### src/gn3_pkg.sv
// gn3_pkg: shared types, constants and small table functions for the
// fractal gradient noise block; no dependencies
`default_nettype none

package gn3_pkg;

	localparam int NW        = 20;
	localparam int FADE_W    = 17;
	localparam int FRAC_W    = 16;
	localparam int Q_SHIFT   = 12;
	localparam int MIX_SHIFT = 33;
	localparam int KEY_SH_X  = 42;
	localparam int KEY_SH_Y  = 21;
	localparam int CORNERS   = 8;

	localparam logic [63:0] MIX_MUL_A = 64'hff51afd7ed558ccd;
	localparam logic [63:0] MIX_MUL_B = 64'hc4ceb9fe1a85ec53;
	localparam logic [31:0] AMP_INIT  = 32'd65536;

	typedef enum logic [2:0] {
		REG_OCTAVE_COUNT,
		REG_BASE_FREQ,
		REG_PERSISTENCE,
		REG_LACUNARITY,
		REG_OUT_SCALE,
		REG_OUT_OFFSET,
		REG_SEED
	} gn3_reg_t;

	typedef struct packed {
		logic [3:0]         octaves;
		logic [15:0]        base_freq;
		logic [15:0]        persistence;
		logic [15:0]        lacunarity;
		logic signed [31:0] scale;
		logic signed [31:0] offset;
		logic [31:0]        seed;
	} gn3_cfg_t;

	typedef struct packed {
		logic        first;
		logic        last;
		logic        none;
		logic [31:0] amp;
	} gn3_tag_t;

	typedef struct packed {
		logic               valid;
		logic signed [31:0] cx;
		logic signed [31:0] cy;
		logic signed [31:0] cz;
		logic [31:0]        freq;
		logic [31:0]        seed;
		gn3_tag_t           tag;
	} gn3_job_t;

	typedef struct packed {
		logic                 valid;
		logic signed [NW-1:0] noise;
		gn3_tag_t             tag;
	} gn3_oct_t;

	// v mod 12 for an 8-bit value through a reciprocal multiply
	function automatic logic [3:0] mod12(input logic [7:0] v);
		logic [15:0] p;
		logic [4:0]  q;
		logic [7:0]  r;
		p = 16'(v) * 16'd171;
		q = p[15:11];
		r = v - 8'(q) * 8'd12;
		return r[3:0];
	endfunction

	// dot product of the edge gradient chosen by index g (0 to 11) with a corner offset
	function automatic logic signed [NW-1:0] grad_dot(
		input logic [3:0]         g,
		input logic signed [17:0] dx,
		input logic signed [17:0] dy,
		input logic signed [17:0] dz
	);
		logic signed [NW-1:0] ex;
		logic signed [NW-1:0] ey;
		logic signed [NW-1:0] ez;
		logic signed [NW-1:0] r;
		ex = NW'(dx);
		ey = NW'(dy);
		ez = NW'(dz);
		case (g)
			4'd0:    r = ex + ey;
			4'd1:    r = ey - ex;
			4'd2:    r = ex - ey;
			4'd3:    r = -ex - ey;
			4'd4:    r = ex + ez;
			4'd5:    r = ez - ex;
			4'd6:    r = ex - ez;
			4'd7:    r = -ex - ez;
			4'd8:    r = ey + ez;
			4'd9:    r = ez - ey;
			4'd10:   r = ey - ez;
			4'd11:   r = -ey - ez;
			default: r = '0;
		endcase
		return r;
	endfunction

endpackage

`default_nettype wire

### src/gn3_issue.sv
// gn3_issue: holds one accepted point and issues its octaves, one per cycle while en is high,
// with running frequency, amplitude and seed; uses gn3_pkg
`default_nettype none

module gn3_issue #(
	parameter int MAX_OCTAVES = 8
) (
	input  wire                  clk,
	input  wire                  arst_n,
	input  wire                  en,
	input  wire gn3_pkg::gn3_cfg_t cfg,
	input  wire                  in_valid,
	output logic                 in_stall,
	input  wire signed [31:0]    coord_x,
	input  wire signed [31:0]    coord_y,
	input  wire signed [31:0]    coord_z,
	output gn3_pkg::gn3_job_t    job
);

	localparam int OCW = $clog2(MAX_OCTAVES + 1);

	logic               busy_q;
	logic [OCW-1:0]     oct_q;
	logic [OCW-1:0]     cnt_q;
	logic signed [31:0] cx_q, cy_q, cz_q;
	logic [31:0]        freq_q, amp_q, seed_q;

	logic [OCW-1:0] cnt_c;
	logic           last_c;
	logic           accept;
	logic [47:0]    fprod, aprod;
	logic [31:0]    freq_nx, amp_nx;

	always_comb begin
		if (32'(cfg.octaves) > MAX_OCTAVES) begin
			cnt_c = OCW'(MAX_OCTAVES);
		end else begin
			cnt_c = OCW'(cfg.octaves);
		end
	end

	assign last_c   = (cnt_q == '0) || (OCW'(oct_q + 1'b1) == cnt_q);
	assign in_stall = !en || (busy_q && !last_c);
	assign accept   = in_valid && !in_stall;

	assign fprod = 48'(freq_q) * 48'(cfg.lacunarity);
	assign aprod = 48'(amp_q) * 48'(cfg.persistence);

	always_comb begin
		if (|fprod[47:44]) begin
			freq_nx = '1;
		end else begin
			freq_nx = fprod[43:12];
		end
		if (|aprod[47:44]) begin
			amp_nx = '1;
		end else begin
			amp_nx = aprod[43:12];
		end
	end

	always_comb begin
		job.valid     = busy_q;
		job.cx        = cx_q;
		job.cy        = cy_q;
		job.cz        = cz_q;
		job.freq      = freq_q;
		job.seed      = seed_q;
		job.tag.first = (oct_q == '0);
		job.tag.last  = last_c;
		job.tag.none  = (cnt_q == '0);
		job.tag.amp   = amp_q;
	end

	always_ff @(posedge clk or negedge arst_n) begin
		if (!arst_n) begin
			busy_q <= 1'b0;
		end else if (en) begin
			if (accept) begin
				busy_q <= 1'b1;
			end else if (busy_q && last_c) begin
				busy_q <= 1'b0;
			end
		end
	end

	always_ff @(posedge clk) begin
		if (en) begin
			if (accept) begin
				oct_q  <= '0;
				cnt_q  <= cnt_c;
				cx_q   <= coord_x;
				cy_q   <= coord_y;
				cz_q   <= coord_z;
				freq_q <= 32'(cfg.base_freq);
				amp_q  <= gn3_pkg::AMP_INIT;
				seed_q <= cfg.seed;
			end else if (busy_q) begin
				oct_q  <= OCW'(oct_q + 1'b1);
				freq_q <= freq_nx;
				amp_q  <= amp_nx;
				seed_q <= seed_q + 32'd1;
			end
		end
	end

endmodule

`default_nettype wire

### config.mk
export PLATFORM = sky130hd
export DESIGN_NAME = gn3_issue
export DESIGN_NICKNAME = d
export VERILOG_FILES = /design/src/gn3_pkg.sv /design/src/gn3_issue.sv
export SDC_FILE = /design/constraint.sdc
export NUM_CORES = 2
export LEC_CHECK = 0
export ABC_AREA = 0
export BUFFER_PORTS_ARGS = -buffer_cell sky130_fd_sc_hd__buf_2
export CORE_UTILIZATION = 49
export CTS_CLUSTER_SIZE = 20
export DETAILED_ROUTE_END_ITERATION = 6
export PLACE_DENSITY_LB_ADDON = 0.3
export SETUP_SLACK_MARGIN = 0.4
export SLEW_MARGIN = 20
export SYNTH_ARGS = -nofsm -noshare
export SYNTH_HDL_FRONTEND = slang
export SYNTH_SLANG_ARGS = --single-unit
### constraint.sdc
create_clock -name clk -period 15.2 [get_ports clk]
set_input_delay 0 -clock clk [delete_from_list [all_inputs] [get_ports clk]]
set_output_delay 0 -clock clk [all_outputs]
set_load 0.05 [all_outputs]
=== Word level (Yosys, flattened, before mapping) ===
Index checks and enable logic that the tools add are counted.
Widths: inputs -> output; s select.

* Register bits: 201
* Bits in latches: 0
* Bits in writable memories: 0
* Bits in read-only memories: 0
* Input bits: 248
* Output and inout bits: 197
* Logic and storage cells: 43
* Memories: 0

* $add $sub $neg: 2
* $mul: 2
* Div/mod/pow operators: 0
* Magnitude comparators: 1
* Equal/unequal tests: 1
* Shifts and indexed selects: 0
* Muxes and demuxes: 10
* Bitwise gates (word level): 0
* Reduce and logical (&&, ||, !) cells: 17

{| class="wikitable"
|+ Operators with widths
! cell !! count
|-
| $mux 32 || 6
|-
| $mul 32x16->48 || 2
|-
| $add 32x1->32 const B || 1
|-
| $mux 16 || 1
|-
| $logic_not 4->1 || 2
|-
| $reduce_or 4->1 || 2
|-
| $reduce_and 2->1 || 3
|-
| $add 4x1->4 const B || 1
|-
| $eq 4x4->1 || 1
|-
| $gt 4x4->1 const B || 1
|-
| $mux 4 || 1
|-
| $reduce_bool 2->1 || 2
|-
| $logic_and 1x1->1 || 3
|-
| $logic_not 1->1 || 3
|-
| $logic_or 1x1->1 || 2
|-
| $mux 1 || 2
|}

=== Depth between registers and ports, before layout ===
* Word-level depth: 10
* Depth in mapped cells: 26
* Mapped depth without buffers: 23

=== Worst setup path before layout ===
Ideal clock, no wire load.

* Path type: register to register
* Start point: register amp_q[15]
* End point: register amp_q[16], data pin
* Setup time: 0.278 ns
* Data arrival time: 6.590 ns
* Data required time: 14.922 ns
* Setup slack: 8.332 ns
* Cell stages (with the launch flop): 25
* Path buffers: 2
* Period minus slack after synthesis: 6.868 ns
* Cell sequence: edfxtp_1 > clkbuf_1 > nand2_1 > fa_1 > inv_1 > fa_1 > inv_1 > fa_1 > inv_1 > fa_1 > fa_1 > inv_1 > fa_1 > inv_1 > ha_1 > and2_4 > nand3_2 > or3_1 > a211oi_2 > o21ai_2 > a2111oi_4 > or2_4 > o2111a_2 > buf_6 > nand4_2

* Longest elaborated chain between the ends: 4

{| class="wikitable"
|+ Ends and longest elaborated chain
! what !! RTL line !! text
|-
| start, declared || gn3_issue.sv:26 || <nowiki>logic [31:0] freq_q, amp_q, seed_q;</nowiki>
|-
| start signal, assigned || gn3_issue.sv:96 || <nowiki>amp_q <= gn3_pkg::AMP_INIT;</nowiki>
|-
| start signal, assigned || gn3_issue.sv:101 || <nowiki>amp_q <= amp_nx;</nowiki>
|-
| $mul 32x16->48 * || gn3_issue.sv:47 || <nowiki>assign aprod = 48'(amp_q) * 48'(cfg.persistence);</nowiki>
|-
| $reduce_or 4->1 || gn3_issue.sv:55 || <nowiki>if (|aprod[47:44]) begin</nowiki>
|-
| $mux 32 * || gn3_issue.sv:55 ||
|-
| $mux 32 * || gn3_issue.sv:98 || <nowiki>end else if (busy_q) begin</nowiki>
|}

Mark *: on every way between the ends. The rest lies on a longest branch, timed or not. The select of a mux whose other input is x is not followed.
A chain may end at the register's enable or synchronous reset.

=== Worst setup path after layout ===
* Start point: register amp_q[29]
* End point: register amp_q[28], data pin

The elaborated chain is that of the path after synthesis.

==> impl_summary.log <==
INFO  metric layout_cells_excl_fill = 5698
INFO  metric layout.nets = 5936
INFO  metric synthToLayoutAreaGrowth = 12.1%
INFO  metric fin_skew = 23.5 ps
INFO  metric number_of_buffers_added_by_the_clock_tree_synthesis_step = 25
INFO  metric via_count_of_the_first_global_routing_pass = ~32000
INFO  metric postRouteWirelength = 115000 um
INFO  metric post-dp-hpwl = 84300 um
INFO  metric layout-drive-gt1-share = 10.3%
INFO  metric antenna_violations_before_repair = 4
INFO  metric cp_capture_type = register
INFO  metric worstHoldPathType = in -> reg
INFO  metric syn-mean-instance-area = around 9.4 um2
INFO  metric synth.distinct_cells = 76
INFO  metric crit_arrival = between 8000 and 9000 ps
INFO  metric num_vias = 30988
INFO  metric top_level_ports = about 450
INFO  metric worst-path-max-fanout = 32
INFO  metric maxCapViolCount = 0
INFO  metric cts.sinks = 201
INFO  metric ys_seq_elements = between 200 and 250
INFO  metric grt_first_pass_wirelength = ~180000 um
INFO  metric worst_setup_timing_slack_at_the_placement_stage = around 7300 ps
INFO  metric share_of_synthesized_flip_flops_with_an_asynchronous_set_or_reset = less than 1%
INFO  metric gate_count_of_the_mapped_netlist = 4261
INFO  metric core-area = 80500 um2
INFO  metric worst-endpoint-required = 15460 ps
INFO  metric timing_hold_violations_final = 0
INFO  metric drtIter0Drc = 2067
INFO  metric setup.worst_path.start_class = register
INFO  metric effective_utilization_at_floorplan = 49.5%
INFO  metric detail_route.vias_per_cell = 5.44
INFO  metric cts.clk_slew.worst_paths = 60 ps
INFO  metric achievable-frequency = 125 MHz
INFO  metric outcome = completed
INFO  metric total_of_buffers_placed_on_input_and_output_ports = 380
INFO  metric h-tree-depth = 1
INFO  metric setup-violations-final = 0
INFO  metric post-place-cells = 5499
INFO  metric yosysWarnings = 0
INFO  metric synth.cells.most_frequent = 930 x inv_1, 834 x fa_1, 754 x nand2_1, 377 x and2_1, 237 x ha_1
INFO  metric maximum_number_of_pins_on_one_net_before_global_route_repair = 147
INFO  metric synth-seq-area-share = 15.1%
INFO  metric track_usage = 28.3%
INFO  metric rows = 104
INFO  metric chipHeight = 287 um
INFO  metric yosys.cell_count.top_type = inv_1
INFO  metric netlist.area_leader.share = 41.9%
INFO  metric drt_pre_antenna_iters = 6
INFO  metric clk-insertion-delay-late = 570 ps
INFO  metric timing.final.crit_period = 8020 ps
INFO  metric antenna_left = 0
INFO  metric max_slew.worst_pin.slew = 1060 ps
INFO  metric globalRoute.totalOverflow = 0
INFO  metric grt_setup_unrepaired = false
INFO  metric gp_routability_congestion = between 0.9 and 1
INFO  metric crit_type = reg -> reg
INFO  metric synth_fp_nets = 5580
INFO  metric drt_drc_violations_left = 0
INFO  metric netlist_top_cells_area = fa_1 42%, edfxtp_1 15%, inv_1 8.8%
INFO  metric clock_tree.buffer_depth = 3
INFO  metric cts_tree = done
INFO  metric synth-main-ff-cell = edfxtp_1
INFO  metric master_cell_of_the_clock_root_buffer = clkbuf_16
INFO  metric mappedNetlistArea = 39900 um2
INFO  metric totalNegativeSetupSlack = 0 ps
INFO  metric synth_enable_flop_cells = 200
INFO  metric dieArea = 82600 um2
INFO  metric setup_ws = 7180 ps
INFO  metric floorplan.die.width = 287 um
INFO  metric post-synth-top-area-cell = fa_1
INFO  metric wire_length_per_cell = ~20 um
INFO  metric worst_slew_margin_rel = 29.3%
INFO  metric drv_slew = 0
INFO  metric period_share = 52.7%
cells by family after synthesis:
| kind of cell | synth area share, % |
|---|---|
| flip-flops | 15.1 |
| XOR/XNOR | 2.46 |
| buffers and inverters | 11.0 |
| multiplexers | 0.0502 |
| AO/OA/AOI/OAI | 6.17 |
| AND/OR/NAND/NOR | 16.0 |
| adder cells (fa/ha/maj) | 49.3 |
registers in the layout (all words and copies together), names as in the netlist:
signal / flops
cnt_q: 4
amp_q: 32
busy_q: 1
freq_q: 32
cy_q: 32
seed_q: 32
cz_q: 32
oct_q: 4
cx_q: 32
worst max-delay path, stage by stage (launching register included):
cell	delay, ps
edfxtp_1	1000
nand2_1	180
fa_1	580
inv_1	50
fa_1	490
inv_1	60
fa_1	500
inv_1	50
fa_1	550
inv_1	50
fa_1	460
fa_1	500
inv_1	50
ha_1	380
and3_1	270
a221o_1	350
a21oi_2	200
nand2_1	110
or4_1	580
nand2_1	200
a21oi_4	100
xnor2_4	750
a31oi_1	230
final timing paths:
check,start,end,slack [ps],cells past startpoint
worst min-delay path,in_valid,seed_q[31]$_DFFE_PP_,140,2
min in group asynchronous,arst_n,busy_q$_DFFE_PN0P_,260,3
worst max register to register,amp_q[29]$_SDFFCE_PP0P_,amp_q[28]$_SDFFCE_PP0P_,7180,22
worst max-delay path,amp_q[29]$_SDFFCE_PP0P_,amp_q[28]$_SDFFCE_PP0P_,7180,22
max in group asynchronous,arst_n,busy_q$_DFFE_PN0P_,14840,3
worst min register to register,busy_q$_DFFE_PN0P_,busy_q$_DFFE_PN0P_,590,2
metrics by stage:
step	cell area, um2	utilization (%)	hold slack (ps)
after global placement	42400	52.6	-225
after CTS	44700	55.5	106
after floorplan	39900	-	-296
after detailed placement	42400	52.6	-224
final	44700	55.5	136
after global routing	44700	55.5	126
per-layer routing:
metal / track usage (%) / vias up / routed length (um) / share of wire (%)
li1: - / 13552 / - / -
met1: 36.6 / 16014 / 45200 / 39
met2: 48.8 / 1211 / 57300 / 50
met3: 4.89 / 209 / 8910 / 7.8
met4: 7.93 / 2 / 3360 / 2.9
met5: 0 / - / 12 / 0.010
area by class of cell:
type	count	area, um2
clock inverter	18	214
tap	1060	1330
antenna	3	7.51
multi-input combinational	2914	29500
inverter	930	3500
fill	7179	35800
clock buffer	27	633
sequential	201	6030
timing repair buffer	545	3520
timing repair:
action	CTS	global route
buffers inserted	0	0
hold buffers	151	0
resized for setup	0	0
hold endpoints to repair	150	0
cells in the final DEF (no fill, tap or decap), drive strengths merged, types with 9 or more instances in the layout:
cell / Yosys / layout
fa: 834 / 834
a21o: 29 / 29
nand4: 29 / 29
and2: 378 / 378
ha: 237 / 237
a211oi: 10 / 10
edfxtp: 200 / 200
xor2: 51 / 51
clkinv: 0 / 9
and3: 16 / 16
o211ai: 9 / 9
nor2: 74 / 74
nand2: 755 / 755
buf: 20 / 394
clkbuf: 196 / 27
o21a: 14 / 14
o21bai: 13 / 13
nor3: 16 / 16
dlygate4sd3: 0 / 151
o21ai: 81 / 81
nor2b: 9 / 9
a21oi: 114 / 114
inv: 930 / 933
nand3: 41 / 41
a31oi: 58 / 58
xnor2: 59 / 59
Power is not shown: default switching activity piles up to over one toggle a cycle in this logic, so the estimate is an artifact.
